File: src/rtl/assert_macros.svh
// ----------------------------------------------------------------------------
// assert_macros.svh
// Concurrent assertion helpers, compiled out for synthesis.
// ----------------------------------------------------------------------------
`ifndef ASSERT_MACROS_SVH
`define ASSERT_MACROS_SVH

`ifndef SYNTHESIS

// Property must hold at every clock edge outside reset.
`define ASSERT_AT(lbl, clk, rst_n, prop) \
    lbl: assert property (@(posedge clk) disable iff (!rst_n) prop) \
        else $error("assertion failed");

// Condition must never be true outside reset.
`define ASSERT_NEVER(lbl, clk, rst_n, cond) \
    lbl: assert property (@(posedge clk) disable iff (!rst_n) !(cond)) \
        else $error("forbidden condition seen");

`else

`define ASSERT_AT(lbl, clk, rst_n, prop)
`define ASSERT_NEVER(lbl, clk, rst_n, cond)

`endif

`endif

File: src/rtl/msm_pkg.sv
// ----------------------------------------------------------------------------
// msm_pkg
// Shared types and constants of the multi-stack shared memory block.
// ----------------------------------------------------------------------------
package msm_pkg;

    localparam int MEM_DEPTH_DEF  = 64;
    localparam int MAX_STACKS_DEF = 8;
    localparam int DATA_WIDTH_DEF = 32;

    // Longest run a display may emit.
    localparam int RUN_LIMIT = 64;

    localparam int OP_W      = 2;
    localparam int SN_W      = 3;
    localparam int VALUE_W   = 32;
    localparam int STATUS_W  = 2;
    localparam int CNT_W     = 4;
    localparam int SLOTS_W   = 7;
    localparam int FILL_W    = 7;
    localparam int CFG_IDX_W = 1;
    // Address arithmetic: base up to 7*64 plus fill up to 127, compared to MEM_DEPTH.
    localparam int CALC_W    = 11;

    localparam int QUEUE_DEPTH = 2;

    localparam int COUNT_RESET = 1;
    localparam int SLOTS_RESET = 64;

    localparam logic [OP_W-1:0] OP_PUSH    = 2'd0;
    localparam logic [OP_W-1:0] OP_POP     = 2'd1;
    localparam logic [OP_W-1:0] OP_DISPLAY = 2'd2;

    localparam logic [STATUS_W-1:0] ST_OK       = 2'd0;
    localparam logic [STATUS_W-1:0] ST_OVERFLOW = 2'd1;
    localparam logic [STATUS_W-1:0] ST_EMPTY    = 2'd2;
    localparam logic [STATUS_W-1:0] ST_BADSTACK = 2'd3;

    localparam logic [CFG_IDX_W-1:0] REG_STACK_COUNT = 1'd0;
    localparam logic [CFG_IDX_W-1:0] REG_SLOTS       = 1'd1;

    typedef enum logic [1:0] {
        CMD_BAD  = 2'd0,
        CMD_PUSH = 2'd1,
        CMD_POP  = 2'd2,
        CMD_DISP = 2'd3
    } cmd_kind_t;

    typedef struct packed {
        cmd_kind_t            kind;
        logic [SN_W-1:0]      sn;
        logic [CALC_W-1:0]    base;
        logic [SLOTS_W-1:0]   cap;
        logic [VALUE_W-1:0]   value;
    } cmd_t;

    typedef struct packed {
        logic cmd_pop;
        logic disp_busy;
    } back_stat_t;

endpackage

File: src/rtl/msm_front.sv
// ----------------------------------------------------------------------------
// msm_front
// Classify an incoming transaction and compute its stack region.
// ----------------------------------------------------------------------------
module msm_front import msm_pkg::*; #(
    parameter int MEM_DEPTH  = MEM_DEPTH_DEF,
    parameter int MAX_STACKS = MAX_STACKS_DEF
) (
    input  logic [OP_W-1:0]    op,
    input  logic [SN_W-1:0]    sn,
    input  logic [VALUE_W-1:0] value,
    input  logic [CNT_W-1:0]   stack_count,
    input  logic [SLOTS_W-1:0] slots,
    output logic               drop,
    output cmd_t               cmd
);

    localparam int CAP_LIMIT = (MEM_DEPTH < RUN_LIMIT) ? MEM_DEPTH : RUN_LIMIT;

    logic [6:0]           eff_count;
    logic [SLOTS_W-1:0]   eff_cap;
    logic [SN_W+SLOTS_W-1:0] product;

    always_comb begin
        eff_count = ({3'b0, stack_count} > 7'(MAX_STACKS)) ? 7'(MAX_STACKS)
                                                            : {3'b0, stack_count};
        eff_cap   = (slots > SLOTS_W'(CAP_LIMIT)) ? SLOTS_W'(CAP_LIMIT) : slots;
        product   = {{SLOTS_W{1'b0}}, sn} * {{SN_W{1'b0}}, eff_cap};

        drop      = 1'b0;
        cmd.sn    = sn;
        cmd.base  = CALC_W'(product);
        cmd.cap   = eff_cap;
        cmd.value = value;
        cmd.kind  = CMD_BAD;
        case (op)
            OP_PUSH:    cmd.kind = CMD_PUSH;
            OP_POP:     cmd.kind = CMD_POP;
            OP_DISPLAY: cmd.kind = CMD_DISP;
            default:    drop = 1'b1;
        endcase
        if ({4'b0, sn} >= eff_count) begin
            cmd.kind = CMD_BAD;
        end
    end

endmodule

File: src/rtl/msm_cmd_queue.sv
// ----------------------------------------------------------------------------
// msm_cmd_queue
// Short command queue between the front classifier and the back engine.
// ----------------------------------------------------------------------------
module msm_cmd_queue import msm_pkg::*; (
    input  logic aclk,
    input  logic aresetn,
    input  logic wr_en,
    input  cmd_t wr_cmd,
    output logic full,
    input  logic rd_en,
    output logic rd_valid,
    output cmd_t rd_cmd
);

    localparam int PTR_W  = (QUEUE_DEPTH > 1) ? $clog2(QUEUE_DEPTH) : 1;
    localparam int QCNT_W = $clog2(QUEUE_DEPTH + 1);

    cmd_t              entry_reg [QUEUE_DEPTH];
    logic [PTR_W-1:0]  wr_ptr_reg, wr_ptr_next;
    logic [PTR_W-1:0]  rd_ptr_reg, rd_ptr_next;
    logic [QCNT_W-1:0] count_reg, count_next;

    assign full     = (count_reg == QCNT_W'(QUEUE_DEPTH));
    assign rd_valid = (count_reg != '0);
    assign rd_cmd   = entry_reg[rd_ptr_reg];

    always_comb begin
        wr_ptr_next = wr_ptr_reg;
        rd_ptr_next = rd_ptr_reg;
        count_next  = count_reg;
        if (wr_en) begin
            wr_ptr_next = (wr_ptr_reg == PTR_W'(QUEUE_DEPTH - 1)) ? '0 : wr_ptr_reg + 1'b1;
        end
        if (rd_en) begin
            rd_ptr_next = (rd_ptr_reg == PTR_W'(QUEUE_DEPTH - 1)) ? '0 : rd_ptr_reg + 1'b1;
        end
        if (wr_en && !rd_en) begin
            count_next = count_reg + 1'b1;
        end else if (rd_en && !wr_en) begin
            count_next = count_reg - 1'b1;
        end
    end

    always_ff @(posedge aclk) begin
        if (!aresetn) begin
            wr_ptr_reg <= '0;
            rd_ptr_reg <= '0;
            count_reg  <= '0;
        end else begin
            wr_ptr_reg <= wr_ptr_next;
            rd_ptr_reg <= rd_ptr_next;
            count_reg  <= count_next;
        end
    end

    always_ff @(posedge aclk) begin
        if (wr_en) begin
            entry_reg[wr_ptr_reg] <= wr_cmd;
        end
    end

endmodule

File: src/rtl/msm_back.sv
// ----------------------------------------------------------------------------
// msm_back
// Execute stack commands against the shared element memory.
// ----------------------------------------------------------------------------
module msm_back import msm_pkg::*; #(
    parameter int MEM_DEPTH  = MEM_DEPTH_DEF,
    parameter int MAX_STACKS = MAX_STACKS_DEF,
    parameter int DATA_WIDTH = DATA_WIDTH_DEF
) (
    input  logic                aclk,
    input  logic                aresetn,
    input  logic                cmd_valid,
    input  cmd_t                cmd,
    output back_stat_t          stat,
    output logic                m_tvalid,
    input  logic                m_tready,
    output logic [VALUE_W-1:0]  m_tdata,
    output logic [STATUS_W-1:0] m_tuser,
    output logic                m_tlast
);

    localparam int AW         = $clog2(MEM_DEPTH);
    localparam int FILL_DEPTH = (MAX_STACKS < (1 << SN_W)) ? MAX_STACKS : (1 << SN_W);
    localparam int FIDX_W     = (FILL_DEPTH > 1) ? $clog2(FILL_DEPTH) : 1;
    localparam logic [CALC_W-1:0] MEM_LIM = CALC_W'(MEM_DEPTH);

    typedef enum logic [1:0] {
        S_IDLE = 2'b01,
        S_DISP = 2'b10
    } state_t;

    state_t state_reg, state_next;

    logic [FILL_W-1:0]     fill_reg [FILL_DEPTH];
    logic                  fill_we;
    logic [FIDX_W-1:0]     fill_idx;
    logic [FILL_W-1:0]     fill_cur, fill_wdata;

    logic [DATA_WIDTH-1:0] mem [MEM_DEPTH];
    logic                  mem_we, rd_en, rd_wanted;
    logic [DATA_WIDTH-1:0] mem_wdata, rd_data_reg;
    logic [CALC_W-1:0]     rd_calc;

    logic [CALC_W-1:0]     disp_base_reg, disp_base_next;
    logic [FILL_W-1:0]     disp_j_reg, disp_j_next;
    logic [FILL_W-1:0]     disp_n_reg, disp_n_next;

    logic                  r_valid_reg, r_valid_next;
    logic [STATUS_W-1:0]   r_status_reg, r_status_next;
    logic                  r_last_reg, r_last_next;
    logic                  r_mem_reg, r_mem_next;

    logic                  m_valid_reg;
    logic [VALUE_W-1:0]    m_data_reg;
    logic [STATUS_W-1:0]   m_status_reg;
    logic                  m_last_reg;

    logic                  m_free, r_adv, issue_ok, take;
    logic                  emit, emit_last;
    logic [STATUS_W-1:0]   emit_status;
    logic [CALC_W-1:0]     push_addr, pop_addr, disp_addr;
    logic [FILL_W-1:0]     run_len;
    logic [DATA_WIDTH+VALUE_W-1:0] wr_ext, rd_ext;

    assign m_free   = !m_valid_reg || m_tready;
    assign r_adv    = r_valid_reg && m_free;
    assign issue_ok = !r_valid_reg || m_free;

    assign fill_idx  = cmd.sn[FIDX_W-1:0];
    assign fill_cur  = fill_reg[fill_idx];
    assign push_addr = cmd.base + CALC_W'(fill_cur);
    assign pop_addr  = push_addr - 1'b1;
    assign disp_addr = disp_base_reg + CALC_W'(disp_j_reg);
    assign run_len   = (fill_cur > FILL_W'(RUN_LIMIT)) ? FILL_W'(RUN_LIMIT) : fill_cur;

    // Pushed value keeps its low bits; read value is sign extended.
    assign wr_ext    = {{DATA_WIDTH{1'b0}}, cmd.value};
    assign mem_wdata = wr_ext[DATA_WIDTH-1:0];
    assign rd_ext    = {{VALUE_W{rd_data_reg[DATA_WIDTH-1]}}, rd_data_reg};

    always_comb begin
        state_next     = state_reg;
        take           = 1'b0;
        fill_we        = 1'b0;
        fill_wdata     = fill_cur;
        mem_we         = 1'b0;
        rd_wanted      = 1'b0;
        rd_calc        = disp_addr;
        emit           = 1'b0;
        emit_status    = ST_OK;
        emit_last      = 1'b1;
        disp_base_next = disp_base_reg;
        disp_j_next    = disp_j_reg;
        disp_n_next    = disp_n_reg;
        case (state_reg)
            S_IDLE: begin
                if (cmd_valid && issue_ok) begin
                    take = 1'b1;
                    emit = 1'b1;
                    case (cmd.kind)
                        CMD_BAD: begin
                            emit_status = ST_BADSTACK;
                        end
                        CMD_PUSH: begin
                            if (fill_cur >= cmd.cap || push_addr >= MEM_LIM) begin
                                emit_status = ST_OVERFLOW;
                            end else begin
                                mem_we     = 1'b1;
                                fill_we    = 1'b1;
                                fill_wdata = fill_cur + 1'b1;
                            end
                        end
                        CMD_POP: begin
                            if (fill_cur == '0) begin
                                emit_status = ST_EMPTY;
                            end else begin
                                fill_we    = 1'b1;
                                fill_wdata = fill_cur - 1'b1;
                                rd_wanted  = 1'b1;
                                rd_calc    = pop_addr;
                            end
                        end
                        CMD_DISP: begin
                            if (fill_cur == '0) begin
                                emit_status = ST_EMPTY;
                            end else begin
                                rd_wanted      = 1'b1;
                                rd_calc        = cmd.base;
                                disp_base_next = cmd.base;
                                disp_n_next    = run_len;
                                disp_j_next    = FILL_W'(1);
                                emit_last      = (run_len == FILL_W'(1));
                                if (run_len != FILL_W'(1)) begin
                                    state_next = S_DISP;
                                end
                            end
                        end
                        default: begin
                            emit_status = ST_BADSTACK;
                        end
                    endcase
                end
            end
            S_DISP: begin
                if (issue_ok) begin
                    emit        = 1'b1;
                    rd_wanted   = 1'b1;
                    emit_last   = (disp_j_reg + 1'b1 == disp_n_reg);
                    disp_j_next = disp_j_reg + 1'b1;
                    if (disp_j_reg + 1'b1 == disp_n_reg) begin
                        state_next = S_IDLE;
                    end
                end
            end
            default: begin
                state_next = S_IDLE;
            end
        endcase
    end

    assign rd_en = rd_wanted && (rd_calc < MEM_LIM);

    always_comb begin
        r_valid_next  = r_valid_reg;
        r_status_next = r_status_reg;
        r_last_next   = r_last_reg;
        r_mem_next    = r_mem_reg;
        if (emit) begin
            r_valid_next  = 1'b1;
            r_status_next = emit_status;
            r_last_next   = emit_last;
            r_mem_next    = rd_en;
        end else if (r_adv) begin
            r_valid_next = 1'b0;
        end
    end

    always_ff @(posedge aclk) begin
        if (!aresetn) begin
            state_reg   <= S_IDLE;
            r_valid_reg <= 1'b0;
            m_valid_reg <= 1'b0;
            for (int i = 0; i < FILL_DEPTH; i++) begin
                fill_reg[i] <= '0;
            end
        end else begin
            state_reg   <= state_next;
            r_valid_reg <= r_valid_next;
            if (fill_we) begin
                fill_reg[fill_idx] <= fill_wdata;
            end
            if (r_adv) begin
                m_valid_reg <= 1'b1;
            end else if (m_tready) begin
                m_valid_reg <= 1'b0;
            end
        end
    end

    always_ff @(posedge aclk) begin
        disp_base_reg <= disp_base_next;
        disp_j_reg    <= disp_j_next;
        disp_n_reg    <= disp_n_next;
        r_status_reg  <= r_status_next;
        r_last_reg    <= r_last_next;
        r_mem_reg     <= r_mem_next;
        if (r_adv) begin
            m_data_reg   <= r_mem_reg ? rd_ext[VALUE_W-1:0] : '0;
            m_status_reg <= r_status_reg;
            m_last_reg   <= r_last_reg;
        end
    end

    always_ff @(posedge aclk) begin
        if (mem_we) begin
            mem[push_addr[AW-1:0]] <= mem_wdata;
        end
        if (rd_en) begin
            rd_data_reg <= mem[rd_calc[AW-1:0]];
        end
    end

    assign m_tvalid       = m_valid_reg;
    assign m_tdata        = m_data_reg;
    assign m_tuser        = m_status_reg;
    assign m_tlast        = m_last_reg;
    assign stat.cmd_pop   = take;
    assign stat.disp_busy = (state_reg == S_DISP);

endmodule

File: src/rtl/multi_stack_shared_memory.sv
// ----------------------------------------------------------------------------
// multi_stack_shared_memory
// Several LIFO stacks carved out of one shared element memory.
// ----------------------------------------------------------------------------
// Usage:
//   Slave stream carries commands: tuser selects push, pop or display and the
//   stack; tdata carries the value to push. Master stream returns results:
//   tuser is the status, tdata the popped or displayed element, tlast marks
//   the final result of a command. Every command but an unknown opcode gives
//   at least one result; display of a non-empty stack gives one per element.
//   Path: an accepted command passes the command queue, then the read stage,
//   then the output register, before its first result is valid.
//   Throughput: one command per cycle for push, pop and error cases while the
//   receiver does not stall; a display holds the engine until its last element
//   is emitted. The engine takes one command at a time.
//   Reset clears the fill counts, the queue and the output; stack_count
//   resets to 1 and slots_per_stack to 64. Element memory is not cleared.
//   When the receiver stalls, results hold in the output and read stages,
//   the engine then holds, and the command queue fills before s_tready drops.
//   Write configuration only while the block is idle.
// ----------------------------------------------------------------------------
`include "assert_macros.svh"

module multi_stack_shared_memory import msm_pkg::*; #(
    parameter int MEM_DEPTH  = MEM_DEPTH_DEF,
    parameter int MAX_STACKS = MAX_STACKS_DEF,
    parameter int DATA_WIDTH = DATA_WIDTH_DEF
) (
    input  logic                  aclk,
    input  logic                  aresetn,
    // Command stream
    input  logic                  s_tvalid,
    output logic                  s_tready,
    input  logic [VALUE_W-1:0]    s_tdata,   // [31:0] value
    input  logic [OP_W+SN_W-1:0]  s_tuser,   // [1:0] operation, [4:2] stack_number
    // Result stream
    output logic                  m_tvalid,
    input  logic                  m_tready,
    output logic [VALUE_W-1:0]    m_tdata,   // [31:0] data
    output logic [STATUS_W-1:0]   m_tuser,   // [1:0] status
    output logic                  m_tlast,
    // Configuration write port
    input  logic                  cfg_wr_en,
    input  logic [CFG_IDX_W-1:0]  cfg_addr,
    input  logic [SLOTS_W-1:0]    cfg_wdata
);

    logic [CNT_W-1:0]   stack_count_reg;
    logic [SLOTS_W-1:0] slots_reg;

    logic       front_drop;
    cmd_t       front_cmd;
    logic       q_full, q_wr, q_valid;
    cmd_t       q_cmd;
    back_stat_t back_stat;

    // Configuration registers: plain writes, no read-back.
    always_ff @(posedge aclk) begin
        if (!aresetn) begin
            stack_count_reg <= CNT_W'(COUNT_RESET);
            slots_reg       <= SLOTS_W'(SLOTS_RESET);
        end else if (cfg_wr_en) begin
            case (cfg_addr)
                REG_STACK_COUNT: stack_count_reg <= cfg_wdata[CNT_W-1:0];
                REG_SLOTS:       slots_reg       <= cfg_wdata;
                default:         ;
            endcase
        end
    end

    // Front: classify the transaction, compute region base and capacity.
    msm_front #(
        .MEM_DEPTH  (MEM_DEPTH),
        .MAX_STACKS (MAX_STACKS)
    ) u_front (
        .op          (s_tuser[OP_W-1:0]),
        .sn          (s_tuser[OP_W+SN_W-1:OP_W]),
        .value       (s_tdata),
        .stack_count (stack_count_reg),
        .slots       (slots_reg),
        .drop        (front_drop),
        .cmd         (front_cmd)
    );

    // Accept whenever the queue has room; drop unknown opcodes here.
    assign s_tready = !q_full;
    assign q_wr     = s_tvalid && s_tready && !front_drop;

    msm_cmd_queue u_queue (
        .aclk     (aclk),
        .aresetn  (aresetn),
        .wr_en    (q_wr),
        .wr_cmd   (front_cmd),
        .full     (q_full),
        .rd_en    (back_stat.cmd_pop),
        .rd_valid (q_valid),
        .rd_cmd   (q_cmd)
    );

    // Back: fill counts, element memory, read stage and output register.
    msm_back #(
        .MEM_DEPTH  (MEM_DEPTH),
        .MAX_STACKS (MAX_STACKS),
        .DATA_WIDTH (DATA_WIDTH)
    ) u_back (
        .aclk      (aclk),
        .aresetn   (aresetn),
        .cmd_valid (q_valid),
        .cmd       (q_cmd),
        .stat      (back_stat),
        .m_tvalid  (m_tvalid),
        .m_tready  (m_tready),
        .m_tdata   (m_tdata),
        .m_tuser   (m_tuser),
        .m_tlast   (m_tlast)
    );

    // The engine never takes a command from an empty queue.
    `ASSERT_NEVER(a_pop_from_empty, aclk, aresetn, back_stat.cmd_pop && !q_valid)
    // Error and empty results always close their run.
    `ASSERT_AT(a_err_is_last, aclk, aresetn, (m_tvalid && (m_tuser != ST_OK)) |-> m_tlast)
    // No new command is taken while a display run is streaming.
    `ASSERT_AT(a_disp_blocks_pop, aclk, aresetn, back_stat.disp_busy |-> !back_stat.cmd_pop)

endmodule

File: config.mk
export PLATFORM = sky130hd
export DESIGN_NAME = multi_stack_shared_memory
export DESIGN_NICKNAME = d
export VERILOG_FILES = /design/src/rtl/msm_pkg.sv /design/src/rtl/msm_front.sv /design/src/rtl/msm_cmd_queue.sv /design/src/rtl/msm_back.sv /design/src/rtl/multi_stack_shared_memory.sv
export VERILOG_INCLUDE_DIRS = /design/src /design/src/rtl
export SDC_FILE = /design/constraint.sdc
export NUM_CORES = 2
export LEC_CHECK = 0
export ABC_AREA = 1
export BUFFER_PORTS_ARGS = -buffer_cell sky130_fd_sc_hd__buf_2
export CORE_MARGIN = 5
export CORE_UTILIZATION = 41
export DETAILED_ROUTE_END_ITERATION = 10
export GPL_TIMING_DRIVEN = 1
export SLEW_MARGIN = 0
export SYNTH_ARGS = -nofsm -noshare
export SYNTH_HDL_FRONTEND = slang
export SYNTH_SLANG_ARGS = --single-unit
File: constraint.sdc
create_clock -name aclk -period 5.3 [get_ports aclk]
set_clock_uncertainty 0.2 [all_clocks]
set_input_delay 0.53 -clock aclk [delete_from_list [all_inputs] [get_ports aclk]]
set_output_delay 0.53 -clock aclk [all_outputs]
set_load 0.02 [all_outputs]
# Word level (Yosys, flattened, before mapping)
# Memories as Yosys holds them, arrays and structs flattened. A register that Yosys moved wholly into a read port is not among the register bits.
# Index checks and enable logic that the tools add are counted.
# W data, S select, Z words.
# classes
addsub,10
n_mul,1
n_div,0
n_lt_le_gt_ge,7
eq_ne,17
shifts,0
n_mux,71
bitwise_logic,2
n_reduce_logical,32
# op_table
operator,count
$mux W7,11
$mux W11,4
$mux W1,34
$pmux W7 S2,2
$add A11 B7 Y11,2
$pmux W11 S2,1
$mux W2,10
$add A7 B1 Y7 const B,2
$gt A7 B7 Y1 const B,2
$pmux W2 S3,2
$ge A11 B7 Y1 const B,1
$lt A11 B7 Y1 const B,1
$sub A11 B1 Y11 const B,1
$eq A2 B2 Y1 const B,5
$mul A3 B7 Y10,1
$reduce_bool A2 Y1,5
$ne A2 B1 Y1 const B,4
$pmux W1 S2,4
$eq A7 B1 Y1 const B,1
$eq A7 B7 Y1,1
$ge A3 B7 Y1,1
$ge A7 B7 Y1,1
$logic_and A1 B1 Y1,7
$logic_not A7 Y1,1
other kinds (22),36
# word_totals
reg_bits,83
latch_bits,0
ram_bits,2212
mem_bits_ro,0
output_inout_bits,37
elab_cells,160
mem_count,3
# mem_list
memory,depth,word_bits,rd,rd_clocked_by_memory_dff,wr,line,rtl
u_back.mem,64,32,1,1,1,msm_back.sv:39,logic [DATA_WIDTH-1:0] mem [MEM_DEPTH];
u_queue.entry_reg,2,54,1,1,1,msm_cmd_queue.sv:19,cmd_t entry_reg [QUEUE_DEPTH];
u_back.fill_reg,8,7,1,0,8,msm_back.sv:34,logic [FILL_W-1:0] fill_reg [FILL_DEPTH];

# Depth between registers and ports, before layout
# An unclocked memory read counts as a cell.
# logic_depth
depth_word,13
mapped_depth,30
mapped_depth_nobuf,29

# By module
# Synthesis repeated with hierarchy kept, for this count alone.
# unflattened
cells_unflattened,9261
area_unflattened_um2,103743.2
# by_module_without_submodules
mod,n_inst,cells_each,area_each_um2,seq_area_each_um2
msm_back,1,8825,97773.8,66143.4
msm_cmd_queue,1,206,4449.3,3403.3
msm_front,1,171,1088.5,0.0
multi_stack_shared_memory,1,59,431.7,220.2

# Least setup slack after synthesis
# Ideal clock, no wire load.
# synth_path
path_kind,register to register
start,reg with a tool-made name
end,"reg u_back.r_mem_reg, data pin"
setup_ps,474
t_arrival_ps,5113
slack_ps,-488
stages_incl_launch_ff,25
synth_period_minus_slack_ps,5788
path_cell_list,dfxtp_1 > buf_2 > nand2_1 > nand2_2 > nor2_2 > nand2_1 > inv_1 > a22oi_1 > nand4_1 > ha_1 > fa_1 > inv_1 > or2_2 > nand2_1 > nor2_1 > inv_1 > nor2_1 > clkinv_1 > nor4_1 > nor2_1 > nor3_1 > nand2_1 > nor2_1 > nor3_1 > nor2_1
# synth_lines
element,line,rtl
to (signal assigned),msm_back.sv:206,r_mem_reg <= r_mem_next;
to (decl),msm_back.sv:51,"logic r_mem_reg, r_mem_next;"

==> key figures <==
Synth
  • Main flop type after synthesis: edfxtp_1
  • Mean post-synth cell area: about 11 um2
  • Synthesized flop and latch total: approximately 2300
  • Cell variety after synth: 45
  • Post-synth net total: around 9100
  • Post-Syn Area: between 0.09 and 0.1 mm2
  • Sequential area share after synthesis: 0.704
  • Mapped Cells: 9044
  • YS warnings: 0
  • EDFF count, synth: 2307
  • Post-synthesis async set-or-reset flop share: 0

Floorplan
  • Ports: 87
  • Chip width: 501 um
  • Number of core rows: 180
  • Die area: around 0.25 mm2
  • Initial Utilization: 0.412
  • Die Ht: ~500 um
  • Core ar.: 0.240 mm2

STA
  • Final min period: 5.15 ns
  • Final cycle utilization of the critical path: 0.972
  • Hold Violations, Final: 0
  • Max Clk Rate: 194 MHz
  • Final setup fails: 0
  • Hold_ws: ~0.11 ns
  • Pins Over Slew Limit: 0
  • Worst slew margin: 0.105
  • Slew @ Worst Pin: approximately 1.3 ns
  • Setup TNS: 0 ns

Final layout
  • Final #Nets: 9488
  • Synth-to-Final Area Change: 17.7%
  • Filler cell count in the final layout: ~21000
  • Number of flip-flops in the largest register: about 2000
  • Layout cells sized above 1: 0.118

Run
  • Max Cap Violations: 0

Global route
  • Pin count of the biggest net entering global routing: roughly 110
  • Vias in the first global route: ~67000
  • Overall Global Routing Usage: 0.248
  • First-pass GRT wire length: 462 mm
  • Gr ovfl total: 0
  • Initial antenna violation count: 16

Clocking
  • CTS tree: yes
  • H-tree depth: 4
  • Inserted Clock Buffers: about 230
  • Clock-pin slew on the worst setup and hold paths: 0.06 ns
  • # clock sinks: 2327
  • Clock buffer depth: 3
  • Worst-skew pair later-pin latency: just under 0.9 ns
  • CTS Root Cell: clkbuf_16

Critical path
  • Arrival time worst endpoint: ~5.7 ns
  • Worst setup EP type: flip-flop
  • Startpoint Class: flip-flop
  • Critical path type: flip-flop to flip-flop
  • Top cell by count, worst path: nand2_1
  • Slowest-stage cell, CP: fa_1
  • CP max FO: 56
  • Critical Path RT: ~5.8 ns
  • Largest stage delay, worst path: 0.59 ns

Routing
  • DRC viols: 0
  • Post-Route WL: between 300 and 400 mm
  • Drt first pass iters: 6
  • Post-DRT Antenna Nets: 0
  • Vias/cell: between 5 and 6
  • Starting DRT DRC Count: roughly 10000
  • Routed len/inst: approximately 25 um
  • DR vias: 71200

Worst hold path
  • Worst hold start: s_tuser[0]
  • Min-delay worst type: input pin to flip-flop

Placed design
  • Final RePlAce weighted congestion: about 0.98
  • PortBufs: 86
  • DPL Wire Length: 203 mm

Run status
  • Outcome: finished, final reports clean
## timing repair
item | CTS | global route
hold endpoints to repair | 90 | 0
setup endpoints to repair | 11 | 2079
hold buffers | 62 | 0
buffers inserted | 0 | 7
pin swaps | 0 | 3
gates resized for setup | 17 | 50
cloned | 0 | 5
## layout make-up
cell class / instances / area, um2 / area share
Sequential cell: 2327 / 69700 / 0.598
Timing Repair Buffer: 687 / 7750 / 0.0665
Multi-Input combinational cell: 5974 / 27100 / 0.233
Inverter: 161 / 622 / 0.00534
Clock buffer: 279 / 5990 / 0.0514
Antenna cell: 4 / 10.0 / 0.0000859
Clock inverter: 151 / 1360 / 0.0116
Tap cell: 3185 / 3990 / 0.0342
## routing by layer
| layer | vias up | GRT usage | wire length [um] | share of wire |
|---|---|---|---|---|
| met5 | - | 0 | 12 | 0.000038 |
| li1 | 32100 | - | - | - |
| met2 | 3731 | 0.374 | 142000 | 0.44 |
| met3 | 505 | 0.0547 | 35000 | 0.11 |
| met4 | 2 | 0.0810 | 10900 | 0.034 |
| met1 | 34900 | 0.359 | 132000 | 0.41 |
## cell families (layout without fill, tap and decap cells)
kind of cell | after synthesis | count (layout) | synth area share
and+or+nand+nor | 5749 | 5749 | 0.246
DFF | 2327 | 2327 | 0.704
buffers and inverters | 743 | 1278 | 0.0318
AOI/OAI and AO/OA | 133 | 133 | 0.00762
adders and majority gates | 55 | 55 | 0.00756
xor gates and xnor gates | 31 | 31 | 0.00274
muxes | 6 | 6 | 0.000607
other | 0 | 4 | 0
## cell usage in the layout (no fill, tap or decap), types with 44 or more instances in the layout
cell           Yosys  routed
clkbuf_1         280      46
edfxtp_1        2307    2307
ha_1              47      47
a21oi_1           50      48
nand2_1         3465    3431
nor2_4             6      74
buf_2            250      86
o21ai_0           47      44
clkbuf_16          0     236
dlygate4sd3_1      0      62
nor2_1           197     126
inv_1            151     150
buf_12             0     194
clkinv_1           1      68
nand3_1         2028    1994
buf_4             10     325
clkinv_2           0      46
## cell usage after synthesis, types with 11 or more instances
cell type  number  area share
xor2_1         24      0.0021
buf_1          41      0.0016
o21ai_0        47      0.0024
nor2_1        197      0.0075
ha_1           47      0.0059
nand2_1      3465        0.13
dfxtp_1        20      0.0040
nand2_2        11     0.00070
nand4_1        11     0.00070
inv_1         151      0.0057
clkbuf_1      280       0.011
buf_2         250       0.013
nand3_1      2028        0.10
a21oi_1        50      0.0025
edfxtp_1     2307        0.70
## worst paths after layout
path,endpoint,slack (ns),cells after the start
setup / recovery,u_back.rd_data_reg[28],0.15,26
hold / removal,u_queue.wr_ptr_reg,0.11,5
setup reg to reg,u_back.rd_data_reg[28],0.15,26
hold reg to reg,u_back.m_tlast,0.22,0
## worst max-delay path, delay by kind of cell, from the launching register on
family	cells	cell delay [ns]
flops	1	0.34
compound gates	1	0.23
fa+ha+maj	3	1.13
simple gates	15	1.94
buf+inv	7	1.10
## per-stage QoR
step | setup WS [ns] | instances | cell area [um2] | util
2_1_floorplan | -0.414 | 9044 | 99000 | -
4_1_cts | -0.0126 | 12800 | 116000 | 0.483
3_5_place_dp | -0.209 | 12300 | 108000 | 0.450
3_3_place_gp | -0.209 | 12300 | 108000 | 0.450
5_1_grt | -0.0125 | 12800 | 116000 | 0.485
6_report | 0.148 | 12800 | 116000 | 0.485
Power is not shown: default switching activity piles up to over one toggle a cycle in this logic, so the estimate is an artifact.
